[src/design/tbdg_pkg.sv]
// Shared types and constants for the two-button debounce and gesture block.
`timescale 1ns / 1ps

package tbdg_pkg;

  localparam int unsigned TIME_BITS_DEF = 32;
  localparam int unsigned CFG_W         = 16;
  localparam int unsigned CFG_IDX_W     = 2;
  localparam int unsigned MAX_EV_W      = 3;
  localparam int unsigned RESULT_CAP    = 4;

  // register indexes on the configuration port
  localparam logic [CFG_IDX_W-1:0] CFG_DEBOUNCE   = 2'd0;
  localparam logic [CFG_IDX_W-1:0] CFG_LONG_PRESS = 2'd1;
  localparam logic [CFG_IDX_W-1:0] CFG_MAX_EVENTS = 2'd2;

  localparam logic [CFG_W-1:0]    DEBOUNCE_RST   = 16'd20;
  localparam logic [CFG_W-1:0]    LONG_PRESS_RST = 16'd1000;
  localparam logic [MAX_EV_W-1:0] MAX_EVENTS_RST = 3'd4;
  localparam logic [MAX_EV_W-1:0] EV_CAP         = 3'd4;

  typedef enum logic [1:0] {
    ACT_DOWN    = 2'd0,
    ACT_UP      = 2'd1,
    ACT_PRESSED = 2'd2,
    ACT_LONG    = 2'd3
  } act_e;

  // events raised by one button in one poll, at most two
  typedef struct packed {
    logic [1:0] num;
    act_e       act0;
    act_e       act1;
  } btn_ev_t;

  // one queued result word
  typedef struct packed {
    logic btn;
    act_e act;
  } evt_t;

endpackage

[src/design/tbdg_button.sv]
// Debounce filter, press timer and gesture decode for one button.
`timescale 1ns / 1ps

module tbdg_button import tbdg_pkg::*; #(
  parameter int unsigned TIME_BITS = TIME_BITS_DEF
) (
  input  logic                 clk_i,
  input  logic                 rst_ni,
  input  logic                 en_i,
  input  logic                 raw_i,
  input  logic [TIME_BITS-1:0] now_i,
  input  logic [CFG_W-1:0]     deb_i,
  input  logic [CFG_W-1:0]     lpt_i,
  output btn_ev_t              ev_o
);

  logic                 filt_q, filt_d;
  logic                 settle_act_q, settle_act_d;
  logic [TIME_BITS-1:0] settle_start_q, settle_start_d;
  logic [TIME_BITS-1:0] press_start_q, press_start_d;
  logic                 long_q, long_d;

  logic [TIME_BITS-1:0] settle_age;
  logic [TIME_BITS-1:0] hold_age;
  logic                 rise, fall, long_hit, long_eff;

  assign settle_age = now_i - settle_start_q;

  always_comb begin
    filt_d         = filt_q;
    settle_act_d   = 1'b0;
    settle_start_d = settle_start_q;
    if (raw_i != filt_q) begin
      if (!settle_act_q) begin
        settle_act_d   = 1'b1;
        settle_start_d = now_i;
      end else if (settle_age >= TIME_BITS'(deb_i)) begin
        filt_d = raw_i;
      end else begin
        settle_act_d = 1'b1;
      end
    end
  end

  assign rise = filt_d & ~filt_q;
  assign fall = ~filt_d & filt_q;

  // a fresh press starts its hold at zero
  assign hold_age = rise ? '0 : (now_i - press_start_q);
  assign long_eff = rise ? 1'b0 : long_q;
  assign long_hit = filt_d & ~long_eff & (hold_age >= TIME_BITS'(lpt_i));

  assign press_start_d = rise ? now_i : press_start_q;
  assign long_d        = long_hit | long_eff;

  always_comb begin
    ev_o = '{num: 2'd0, act0: ACT_DOWN, act1: ACT_DOWN};
    if (rise && long_hit) begin
      ev_o = '{num: 2'd2, act0: ACT_DOWN, act1: ACT_LONG};
    end else if (rise) begin
      ev_o = '{num: 2'd1, act0: ACT_DOWN, act1: ACT_DOWN};
    end else if (long_hit) begin
      ev_o = '{num: 2'd1, act0: ACT_LONG, act1: ACT_DOWN};
    end else if (fall) begin
      ev_o = '{num: long_q ? 2'd1 : 2'd2, act0: ACT_UP, act1: ACT_PRESSED};
    end
  end

  always_ff @(posedge clk_i or negedge rst_ni) begin
    if (!rst_ni) begin
      filt_q         <= 1'b0;
      settle_act_q   <= 1'b0;
      settle_start_q <= '0;
      press_start_q  <= '0;
      long_q         <= 1'b0;
    end else if (en_i) begin
      filt_q         <= filt_d;
      settle_act_q   <= settle_act_d;
      settle_start_q <= settle_start_d;
      press_start_q  <= press_start_d;
      long_q         <= long_d;
    end
  end

endmodule

[src/design/two_button_debounce_gesture_events_top.sv]
// Top level: two debounced buttons, event merge and two-slot result buffer.
//
//  channel | signals                                   | moves
//  --------+-------------------------------------------+---------------------------
//  in      | in_valid_i / in_ready_o                   | now_ms, raw_a, raw_b
//  out     | out_valid_o / out_ready_i                 | button_id, action, last
//  cfg     | cfg_we_i, cfg_idx_i                       | cfg_data_i, no read-back
//
// When a poll is taken, both buttons update and their events are
// merged into a batch of up to four words in that same edge.
// A batch is sent on the result port one word a cycle while out_ready_i
// is high; a low out_ready_i holds the current word.
// A second batch slot lets the next poll in while the current batch drains;
// in_ready_o drops only while both slots are held. Polls with no event pass
// straight through. Reset loads the register defaults; no clearing pass.
`timescale 1ns / 1ps

module two_button_debounce_gesture_events_top import tbdg_pkg::*; #(
  parameter int unsigned TIME_BITS = TIME_BITS_DEF
) (
  input  logic                 clk_i,
  input  logic                 rst_ni,
  input  logic                 cfg_we_i,
  input  logic [CFG_IDX_W-1:0] cfg_idx_i,
  input  logic [CFG_W-1:0]     cfg_data_i,
  input  logic                 in_valid_i,
  output logic                 in_ready_o,
  input  logic [31:0]          now_ms_i,
  input  logic                 raw_a_i,
  input  logic                 raw_b_i,
  output logic                 out_valid_o,
  input  logic                 out_ready_i,
  output logic                 button_id_o,
  output logic [1:0]           action_o,
  output logic                 last_o
);

  logic [CFG_W-1:0]    deb_q, lpt_q;
  logic [MAX_EV_W-1:0] max_ev_q;

  always_ff @(posedge clk_i or negedge rst_ni) begin
    if (!rst_ni) begin
      deb_q    <= DEBOUNCE_RST;
      lpt_q    <= LONG_PRESS_RST;
      max_ev_q <= MAX_EVENTS_RST;
    end else if (cfg_we_i) begin
      unique case (cfg_idx_i)
        CFG_DEBOUNCE:   deb_q    <= cfg_data_i;
        CFG_LONG_PRESS: lpt_q    <= cfg_data_i;
        CFG_MAX_EVENTS: max_ev_q <= cfg_data_i[MAX_EV_W-1:0];
        default: ;
      endcase
    end
  end

  logic                 in_fire;
  logic [TIME_BITS-1:0] now_t;
  btn_ev_t              ev_a, ev_b;

  assign in_fire = in_valid_i & in_ready_o;
  assign now_t   = TIME_BITS'(now_ms_i);

  tbdg_button #(.TIME_BITS(TIME_BITS)) u_btn_a (
    .clk_i  (clk_i),
    .rst_ni (rst_ni),
    .en_i   (in_fire),
    .raw_i  (raw_a_i),
    .now_i  (now_t),
    .deb_i  (deb_q),
    .lpt_i  (lpt_q),
    .ev_o   (ev_a)
  );

  tbdg_button #(.TIME_BITS(TIME_BITS)) u_btn_b (
    .clk_i  (clk_i),
    .rst_ni (rst_ni),
    .en_i   (in_fire),
    .raw_i  (raw_b_i),
    .now_i  (now_t),
    .deb_i  (deb_q),
    .lpt_i  (lpt_q),
    .ev_o   (ev_b)
  );

  // merge: button 0 words first, then button 1, then clip to the limit
  evt_t                new_ev [RESULT_CAP];
  logic [MAX_EV_W-1:0] total, limit, new_cnt;

  always_comb begin
    new_ev[0] = (ev_a.num != 2'd0) ? '{btn: 1'b0, act: ev_a.act0}
                                   : '{btn: 1'b1, act: ev_b.act0};
    if (ev_a.num == 2'd2) begin
      new_ev[1] = '{btn: 1'b0, act: ev_a.act1};
      new_ev[2] = '{btn: 1'b1, act: ev_b.act0};
    end else if (ev_a.num == 2'd1) begin
      new_ev[1] = '{btn: 1'b1, act: ev_b.act0};
      new_ev[2] = '{btn: 1'b1, act: ev_b.act1};
    end else begin
      new_ev[1] = '{btn: 1'b1, act: ev_b.act1};
      new_ev[2] = '{btn: 1'b1, act: ev_b.act1};
    end
    new_ev[3] = '{btn: 1'b1, act: ev_b.act1};
  end

  assign total   = MAX_EV_W'(ev_a.num) + MAX_EV_W'(ev_b.num);
  assign limit   = (max_ev_q > EV_CAP) ? EV_CAP : max_ev_q;
  assign new_cnt = (total < limit) ? total : limit;

  // front slot drives the port, back slot catches the next batch
  logic                fvalid_q, bvalid_q;
  logic [1:0]          fidx_q;
  logic [MAX_EV_W-1:0] fcnt_q, bcnt_q;
  evt_t                fev_q [RESULT_CAP];
  evt_t                bev_q [RESULT_CAP];
  logic                new_ok, out_fire, front_done, front_free;
  logic                load_front, load_back, move_back;

  assign in_ready_o  = ~bvalid_q;
  assign new_ok      = in_fire & (new_cnt != '0);
  assign out_valid_o = fvalid_q;
  assign button_id_o = fev_q[fidx_q].btn;
  assign action_o    = fev_q[fidx_q].act;
  assign last_o      = (MAX_EV_W'(fidx_q) + MAX_EV_W'(1)) == fcnt_q;
  assign out_fire    = out_valid_o & out_ready_i;
  assign front_done  = out_fire & last_o;
  assign front_free  = ~fvalid_q | front_done;
  assign move_back   = front_free & bvalid_q;
  assign load_front  = front_free & ~bvalid_q & new_ok;
  assign load_back   = ~front_free & new_ok;

  always_ff @(posedge clk_i or negedge rst_ni) begin
    if (!rst_ni) begin
      fvalid_q <= 1'b0;
      bvalid_q <= 1'b0;
      fidx_q   <= 2'd0;
    end else begin
      if (front_free) begin
        fvalid_q <= bvalid_q | new_ok;
        fidx_q   <= 2'd0;
        bvalid_q <= 1'b0;
      end else begin
        if (out_fire) begin
          fidx_q <= fidx_q + 2'd1;
        end
        if (load_back) begin
          bvalid_q <= 1'b1;
        end
      end
    end
  end

  always_ff @(posedge clk_i) begin
    if (move_back) begin
      fev_q  <= bev_q;
      fcnt_q <= bcnt_q;
    end else if (load_front) begin
      fev_q  <= new_ev;
      fcnt_q <= new_cnt;
    end
    if (load_back) begin
      bev_q  <= new_ev;
      bcnt_q <= new_cnt;
    end
  end

`ifndef SYNTHESIS
  a_back_needs_front: assert property (@(posedge clk_i) disable iff (!rst_ni)
    bvalid_q |-> fvalid_q)
    else $error("back batch held with front slot empty");

  a_front_count: assert property (@(posedge clk_i) disable iff (!rst_ni)
    fvalid_q |-> (fcnt_q != '0) && (fcnt_q <= EV_CAP)
                 && (MAX_EV_W'(fidx_q) < fcnt_q))
    else $error("front batch count or index out of range");

  a_index_steps: assert property (@(posedge clk_i) disable iff (!rst_ni)
    (out_fire && !last_o) |=> fvalid_q && (fidx_q == 2'($past(fidx_q) + 2'd1)))
    else $error("word index did not advance within a batch");

  a_no_accept_when_full: assert property (@(posedge clk_i) disable iff (!rst_ni)
    (bvalid_q && !front_done) |=> bvalid_q)
    else $error("back batch lost before the front drained");
`endif

endmodule

[config.mk]
export PLATFORM = sky130hd
export DESIGN_NAME = two_button_debounce_gesture_events_top
export DESIGN_NICKNAME = d
export VERILOG_FILES = /design/src/design/tbdg_pkg.sv /design/src/design/tbdg_button.sv /design/src/design/two_button_debounce_gesture_events_top.sv
export SDC_FILE = /design/constraint.sdc
export NUM_CORES = 1
export LEC_CHECK = 0
export BUFFER_PORTS_ARGS = -buffer_cell sky130_fd_sc_hd__buf_2
export CAP_MARGIN = 10
export CORE_MARGIN = 1
export CORE_UTILIZATION = 25
export CTS_BUF_LIST = sky130_fd_sc_hd__clkbuf_8
export DETAILED_ROUTE_END_ITERATION = 8
export GPL_TIMING_DRIVEN = 1
export PLACE_DENSITY = 0.41
export SYNTH_ARGS = -nofsm -noshare
export SYNTH_HDL_FRONTEND = slang
export SYNTH_SLANG_ARGS = --single-unit
[constraint.sdc]
create_clock -name clk_i -period 26.8 [get_ports clk_i]
set_input_delay 5.36 -clock clk_i [delete_from_list [all_inputs] [get_ports clk_i]]
set_output_delay 5.36 -clock clk_i [all_outputs]
set_load 0.01 [all_outputs]
==> results of run 1 <==
[registers in the layout, summed over array words and instances, names as in the netlist, 2 cells and up]
name and flops:
lpt_q 16, max_ev_q 3, u_btn_a.press_start_q 32, fcnt_q 3
u_btn_b.settle_start_q 32, u_btn_b.press_start_q 32, bcnt_q 3, u_btn_a.settle_start_q 32
deb_q 16, fev_q 10, fidx_q 2, bev_q 10
[through the flow]
stage	util, %	cell area [µm²]	hold WS [ps]	setup WS [ps]
6_report	27.8	19100	519	10210
3_5_place_dp	27.2	18600	493	9470
4_1_cts	27.8	19100	523	10120
2_1_floorplan	-	17400	479	12010
5_1_grt	27.8	19100	529	9170
3_3_place_gp	27.2	18600	487	9620
[cells in the mapped netlist, drive strengths merged (10+ instances only)]
master / instances / share of area [%]
mux2: 69 / 4.5
xor2: 32 / 1.6
o21bai: 10 / 0.43
and3: 14 / 0.50
and2: 12 / 0.45
buf: 10 / 0.32
nand3: 32 / 0.92
nor2b: 22 / 0.79
nand2b: 18 / 0.65
a211oi: 27 / 1.2
o221ai: 10 / 0.50
a31oi: 20 / 0.72
inv: 217 / 4.7
nor2: 121 / 2.6
ha: 192 / 14
nor3: 26 / 0.75
clkbuf: 63 / 1.4
nand4: 32 / 1.2
o21a: 18 / 0.78
a2111oi: 10 / 0.61
o211ai: 25 / 1.1
xnor2: 52 / 2.6
a21oi: 183 / 5.3
o21ai: 209 / 6.1
dfrtp: 164 / 24
mux2i: 15 / 0.87
nand2: 255 / 5.5
edfxtp: 26 / 4.5
o31ai: 12 / 0.52
a21o: 58 / 2.5
[layer usage]
metal | vias up | share of wire, %
met5 | - | 0
met4 | 0 | 2.4
met2 | 240 | 47
met3 | 61 | 2.4
li1 | 7568 | -
met1 | 7326 | 48
[logic make-up (layout without fill, tap and decap cells)]
kind of cell             Yosys count  after routing  share of synthesized area [%]
AO/OA/AOI/OAI                    666            666                           24.1
XOR/XNOR                          84             84                           4.24
adder cells (fa/ha/maj)          197            197                           14.4
buffers and inverters            290            322                           6.37
flip-flops                       199            199                           29.5
multiplexers                      86             86                           5.62
AND/OR/NAND/NOR                  585            585                           15.8
[where the power goes]
group	internal [W]	total (W)	switching, W
clock network	0.0000897	0.000227	0.000137
logic	0.000659	0.00166	0.00100
registers	0.000440	0.000487	0.0000478
[area by class of cell]
type / instances / area [µm²] / share of cell area, %
clock inverter: 14 / 191 / 1.00
clock buffer: 18 / 248 / 1.30
sequential: 199 / 5120 / 26.8
tap: 931 / 1160 / 6.10
multi-input combinational: 1618 / 11100 / 58.4
timing repair buffer: 73 / 402 / 2.10
inverter: 217 / 815 / 4.27
[how the worst max path moves through the flow]
stage / endpoint / startpoint / cells after the start
global placement: fev_q[10] / now_ms_i[4] / 41
floorplan: bcnt_q[0] / now_ms_i[0] / 46
finish: fcnt_q[1] / now_ms_i[4] / 41
CTS: fev_q[6] / now_ms_i[1] / 39
global route: fev_q[11] / now_ms_i[1] / 39
detailed placement: fev_q[6] / now_ms_i[1] / 39
[worst max-delay path, delay by kind of cell]
kind            cells  cell delay (ps)
compound gates     21             5740
xor+xnor            1              180
fa+ha+maj           6             1930
buf+inv             1              150
simple gates       12             3450
==> qor.csv, run 1 <==
stage,metric,value,unit
route,residual antenna-violating net count after detailed routing,0,
route,violation count after the first detailed-route iteration,753,
cts,Max Buffers Root-to-Sink,2,
logic_synthesis,count of warnings emitted by yosys,0,
global_route,GRT overflow,0,
power,Final Total Pwr,0.00238,W
logic_synthesis,number of distinct standard cells referenced by the synthesized netlist,89,
worst_setup_path,"critical path fanouts, max",17,
cts,clock sinks,199,
sta,maximum clock skew at final layout,30.6,ps
floorplan,core region area,68600,µm²
cts,TritonCTS clock tree,yes,
global_route,wire length of the first global-routing pass,89.8,mm
worst_setup_path,Worst R2R Start,u_btn_b.settle_start_q[4],
logic_synthesis,portion of the post-synthesis area used by sequential elements,29.5,%
worst_hold_path,origin of the worst min-delay path,lpt_q[2],
global_route,maximum number of pins on one net before global-route repair,63,
route,Via Count,15200,
layout,non-filler instance count after layout,3070,
sta,worst rel slew slack,13.1,%
layout,most common library cell in the layout ignoring fill and taps,nand2_1,
floorplan,DIE AREA,70500,µm²
sta,post-layout min period,16590,ps
worst_setup_path,critical path's largest stage delay,850,ps
floorplan,die outline width,265,µm
worst_setup_path,arrival time at the worst endpoint,16810,ps
route,"wirelength, routed",57.9,mm
logic_synthesis,count of flip-flops with a built-in enable after synthesis,26,
worst_setup_path,cell count of the worst reg-to-reg path,41,
logic_synthesis,flip-flop cell with the highest count after synthesis,dfrtp_1,
placed_design,placed wire-length estimate after detailed placement,46.3,mm
worst_setup_path,critical path type,input port to flip-flop,
worst_setup_path,data required time of the worst path,27020,ps
logic_synthesis,count of state elements after synthesis,199,
floorplan,Die Span Y,265,µm
worst_setup_path,nature of the critical path endpoint,flip-flop,
worst_setup_path,crit-path most repeated cell,a21oi_1,
sta,final sum of negative setup slack,0,ps
route,WL/cell,18.9,µm
power,peak ir drop on the vdd network,0.0000409,V
global_route,met1 track utilization from global routing,22.0,%
global_route,M2 GR Usage,27.9,%
placed_design,number of port buffers,62,
cts,H-tree depth reported by CTS,4,
layout,share of cells above drive strength 1,10.3,%
sta,worst slew pin tran,1270,ps
worst_hold_path,HP Class,flip-flop to flip-flop,
logic_synthesis,fraction of registers with async set or reset after synthesis,86.9,%
cts,clock buffers created by TritonCTS,17,
worst_setup_path,Reg2Reg Setup Slack,14750,ps
layout,count of fill cells added during filler insertion,7404,
floorplan,starting utilization of the core area,25.3,%
power,LEAKAGE,8.43,nW
sta,"Period Utilization, post-route",61.9,%
route,via density per instance,4.95,
sta,RSZ-0062 raised after global routing,no,
placed_design,Final Wtd Congestion,0.893,
floorplan,# rows,96,
layout,net count of the finished layout,2380,
cts,CTS Root Cell,clkbuf_8,
layout,most frequent cells in the layout,"nand2_1, inv_1, o21ai_0, ha_1, a21oi_1",
layout,antenna diode count,0,
floorplan,I/O pin count,63,
sta,maximum frequency from static timing analysis,60.3,MHz
worst_hold_path,endpoint with the worst hold slack,lpt_q[2],
flow_run,total of max-cap violations,0,
sta,setup-violating endpoint count in the final report,0,
worst_setup_path,cell type of the slowest stage on the worst timing path,a21oi_1,
global_route,Global Route Usage Sum,16.7,%
logic_synthesis,Synthesized Nets,2361,
global_route,most congested layer reported by global routing,met2,
cts,PostCTS Resize Cnt,0,
cts,"Clk pin slew, worst setup/hold paths",110,ps
sta,Final Hold Viols,0,
outcome,outcome,finished clean,
placed_design,Cells after DPL,3038,
worst_setup_path,r2r endpoint,fcnt_q[1],
global_route,number of antenna violations at the first check in global routing,0,
worst_setup_path,CP Launch Type,input port,
logic_synthesis,post-synthesis average cell area,8.23,µm²
sta,number of pins with negative max-slew slack in the final report,0,
route,DR DRC count,0,
worst_hold_path,count of cells along the worst hold path,1,
layout,signed area change from the synthesized netlist to the final layout,10.0,%
logic_synthesis,combined area of all synthesized cells,17400,µm²
route,number of detailed-routing iterations run before antenna repair,5,
power,total power per unit cell area,125,nW/µm²
cts,Hold Buf Count CTS,0,
logic_synthesis,Post-Syn Instances,2107,
cts,post-CTS setup-driven buffer insertion count,0,
global_route,met3 layer usage reported by global route,2.45,%
global_route,via count of the first global-routing pass,15100,
cts,clock latency reported for the late side of the worst-skew pair,610,ps
No activity file was read; power rests on OpenSTA's default activity.
==> inputs of run 2 (changes only) <==
- ABC_AREA: unset -> 1
- PLACE_DENSITY: 0.41 -> 0.42
- clock period: 26.8 -> 13.3 ns (I/O delays scaled with it)
==> run 2 against run 1 <==
Clock skew rose by 4.1 ps. Synthesized area rose by 10%. Worst setup slack got worse by 7800 ps. Final cell count rose by 33%. Via count rose by 18%. First-iteration DRC count rose by 53%. Non-clock buffer count fell by 3. Die area rose by 10%. Design area rose by 10%.
==> qor.csv, run 2 <==
stage,metric,value,unit
worst_setup_path,arrival time at the worst endpoint,11100,ps
placed_design,Cells after DPL,4049,
layout,share of the core filled with cells in the final layout,27.8,%
logic_synthesis,"synthesized-area fraction occupied by ao, oa, aoi and oai cells",11.4,%
worst_setup_path,critical path's largest stage delay,790,ps
layout,most common library cell in the layout ignoring fill and taps,nand2_1,
cts,H-tree depth reported by CTS,4,
layout,share of cells above drive strength 1,5.70,%
sta,final sum of negative setup slack,0,ps
route,DR DRC count,0,
placed_design,dpl cell area,20600,µm²
placed_design,Final Wtd Congestion,0.889,
layout,net count of the finished layout,3344,
worst_setup_path,Reg2Reg Setup Slack,4380,ps
layout,most frequent cells in the layout,"nand2_1, inv_1, o21ai_0, nor2_1, ha_1",
logic_synthesis,number of distinct standard cells referenced by the synthesized netlist,50,
logic_synthesis,xor/xnor cell area share of the yosys netlist,2.88,%
logic_synthesis,portion of the post-synthesis area used by sequential elements,26.8,%
worst_setup_path,cell type of the slowest stage on the worst timing path,nor2_1,
route,via density per instance,4.40,
logic_synthesis,area share of the largest cell type after synthesis,21.4,%
route,residual antenna-violating net count after detailed routing,0,
floorplan,Die Span Y,279,µm
flow_run,total of max-cap violations,0,
cts,Max Buffers Root-to-Sink,2,
logic_synthesis,top area cells in the synthesized netlist,"dfrtp_1, nand2_1, ha_1",
logic_synthesis,most numerous cell in the Yosys netlist,nand2_1,
logic_synthesis,count of flip-flops with a built-in enable after synthesis,26,
global_route,number of antenna violations at the first check in global routing,1,
placed_design,number of port buffers,62,
floorplan,DIE AREA,77700,µm²
logic_synthesis,count of warnings emitted by yosys,0,
cts,Hold Buf Count CTS,0,
placed_design,placed wire-length estimate after detailed placement,55.6,mm
sta,tightest hold margin,497,ps
worst_setup_path,critical path type,input port to flip-flop,
floorplan,starting utilization of the core area,25.2,%
worst_setup_path,crit-path most repeated cell,nand2_1,
logic_synthesis,simple-gate portion of the synthesized area,32.7,%
logic_synthesis,adder-cell area share of the yosys netlist,13.1,%
floorplan,die outline width,279,µm
sta,setup-violating endpoint count in the final report,0,
layout,fin area,21000,µm²
layout,non-filler instance count after layout,4082,
cts,CTS Root Cell,clkbuf_8,
worst_setup_path,"critical path fanouts, max",21,
floorplan,# rows,101,
sta,RSZ-0062 raised after global routing,no,
cts,clock buffers created by TritonCTS,17,
sta,worst rel slew slack,30.2,%
logic_synthesis,count of state elements after synthesis,199,
sta,"Period Utilization, post-route",81.8,%
route,violation count after the first detailed-route iteration,1154,
sta,maximum clock skew at final layout,34.7,ps
logic_synthesis,flip-flop cell with the highest count after synthesis,dfrtp_1,
logic_synthesis,combined area of all synthesized cells,19100,µm²
logic_synthesis,cell accounting for the most synthesized area,dfrtp_1,
route,number of detailed-routing iterations run before antenna repair,5,
logic_synthesis,multiplexer share of the synthesized area,0,%
cts,clock sinks,199,
route,"wirelength, routed",66.1,mm
floorplan,I/O pin count,63,
route,Via Count,18000,
route,WL/cell,16.2,µm
sta,maximum frequency from static timing analysis,91.9,MHz
sta,worst slew pin tran,1040,ps
global_route,via count of the first global-routing pass,17200,
cts,PostCTS Resize Cnt,0,
logic_synthesis,Synthesized Nets,3293,
cts,clock latency reported for the late side of the worst-skew pair,600,ps
worst_setup_path,CP Launch Type,input port,
layout,count of fill cells added during filler insertion,8546,
logic_synthesis,cell types with the highest counts after synthesis,"nand2_1, inv_1, o21ai_0",
cts,TritonCTS clock tree,yes,
logic_synthesis,fraction of registers with async set or reset after synthesis,86.9,%
worst_setup_path,nature of the critical path endpoint,flip-flop,
global_route,Global Route Usage Sum,17.4,%
logic_synthesis,combinational family with the most area after synthesis,simple AND/OR/NAND/NOR gates,
power,peak ir drop on the vdd network,0.0000893,V
power,LEAKAGE,11.5,nW
sta,post-layout min period,10880,ps
layout,signed area change from the synthesized netlist to the final layout,9.93,%
cts,post-CTS setup-driven buffer insertion count,0,
sta,Final Hold Viols,0,
global_route,wire length of the first global-routing pass,104,mm
floorplan,core region area,75800,µm²
logic_synthesis,Post-Syn Instances,3039,
logic_synthesis,post-synthesis average cell area,6.30,µm²
global_route,maximum number of pins on one net before global-route repair,65,
worst_setup_path,data required time of the worst path,13520,ps
cts,"Clk pin slew, worst setup/hold paths",120,ps
worst_hold_path,HP Class,flip-flop to flip-flop,
global_route,GRT overflow,0,
power,total power per unit cell area,234,nW/µm²
sta,number of pins with negative max-slew slack in the final report,0,
outcome,outcome,finished clean,
## run 2: cell types whose count changed after synthesis, sizes merged, moves of 22 or more
cell,change
mux2,-69
nor2b,-22
o21ai,+27
nor2,+122
o211ai,-22
inv,+411
xnor2,-43
a21oi,-57
clkbuf,-32
a21o,-55
nand3,+117
nand2,+756
xor2,+22
## run 2: cells by family (layout without fill, tap and decap cells)
logic type | count (synthesis) | after routing
other | 0 | 1
flip-flops | 199 | 199
adder cells (fa/ha/maj) | 197 | 197
buffers and inverters | 667 | 731
XOR/XNOR | 63 | 63
AND/OR/NAND/NOR | 1501 | 1501
AO/OA/AOI/OAI | 412 | 412
## run 2: power by group
group / leakage, nW / internal (W) / switching (W)
Combinational: 9.01 / 0.00119 / 0.00228
Clock: 0.216 / 0.000155 / 0.000297
Sequential: 2.32 / 0.000898 / 0.000113
## run 2: final cells by class
| class | instances | area [µm²] | share of cell area (%) |
|---|---|---|---|
| Antenna cell | 1 | 2.50 | 0.0119 |
| Clock buffer | 18 | 248 | 1.18 |
| Multi-Input combinational cell | 2173 | 11500 | 54.8 |
| Timing Repair Buffer | 70 | 379 | 1.80 |
| Tap cell | 978 | 1220 | 5.81 |
| Inverter | 629 | 2360 | 11.2 |
| Sequential cell | 199 | 5120 | 24.3 |
| Clock inverter | 14 | 179 | 0.850 |
## run 2: worst paths after layout
kind | startpoint | to | cells past startpoint
worst max register to register | u_btn_a.settle_start_q[6] | bev_q[3] | 47
min in group asynchronous | rst_ni | u_btn_a.press_start_q[20] | 1
worst min register to register | u_btn_a.settle_start_q[19] | u_btn_a.settle_start_q[19] | 2
worst max-delay path | now_ms_i[0] | bev_q[3] | 48
max in group asynchronous | rst_ni | u_btn_b.settle_start_q[14] | 2
worst min-delay path | u_btn_a.settle_start_q[19] | u_btn_a.settle_start_q[19] | 2
## run 2: critical path, delay by kind of cell
| family | cells | cell delay, ps |
|---|---|---|
| AND/OR/NAND/NOR | 25 | 3850 |
| XOR/XNOR | 1 | 90 |
| adder cells (fa/ha/maj) | 7 | 2070 |
| AO/OA/AOI/OAI | 9 | 1870 |
| buffers and inverters | 6 | 560 |
## run 2: stage by stage
stage / worst slack [ps] / total power (W)
2_1_floorplan: 3300 / 0.00354
3_3_place_gp: 1900 / 0.00451
3_5_place_dp: 1700 / 0.00449
4_1_cts: 2350 / 0.00497
5_1_grt: 1470 / 0.00554
6_report: 2420 / 0.00493
## run 2: routing by layer
layer	GRT usage, %	part of all wire (%)	routed length (µm)
met5	0	0	0
met4	4.14	1.5	964
met3	1.98	3.2	2100
met2	27.6	44	29100
met1	25.1	51	34000
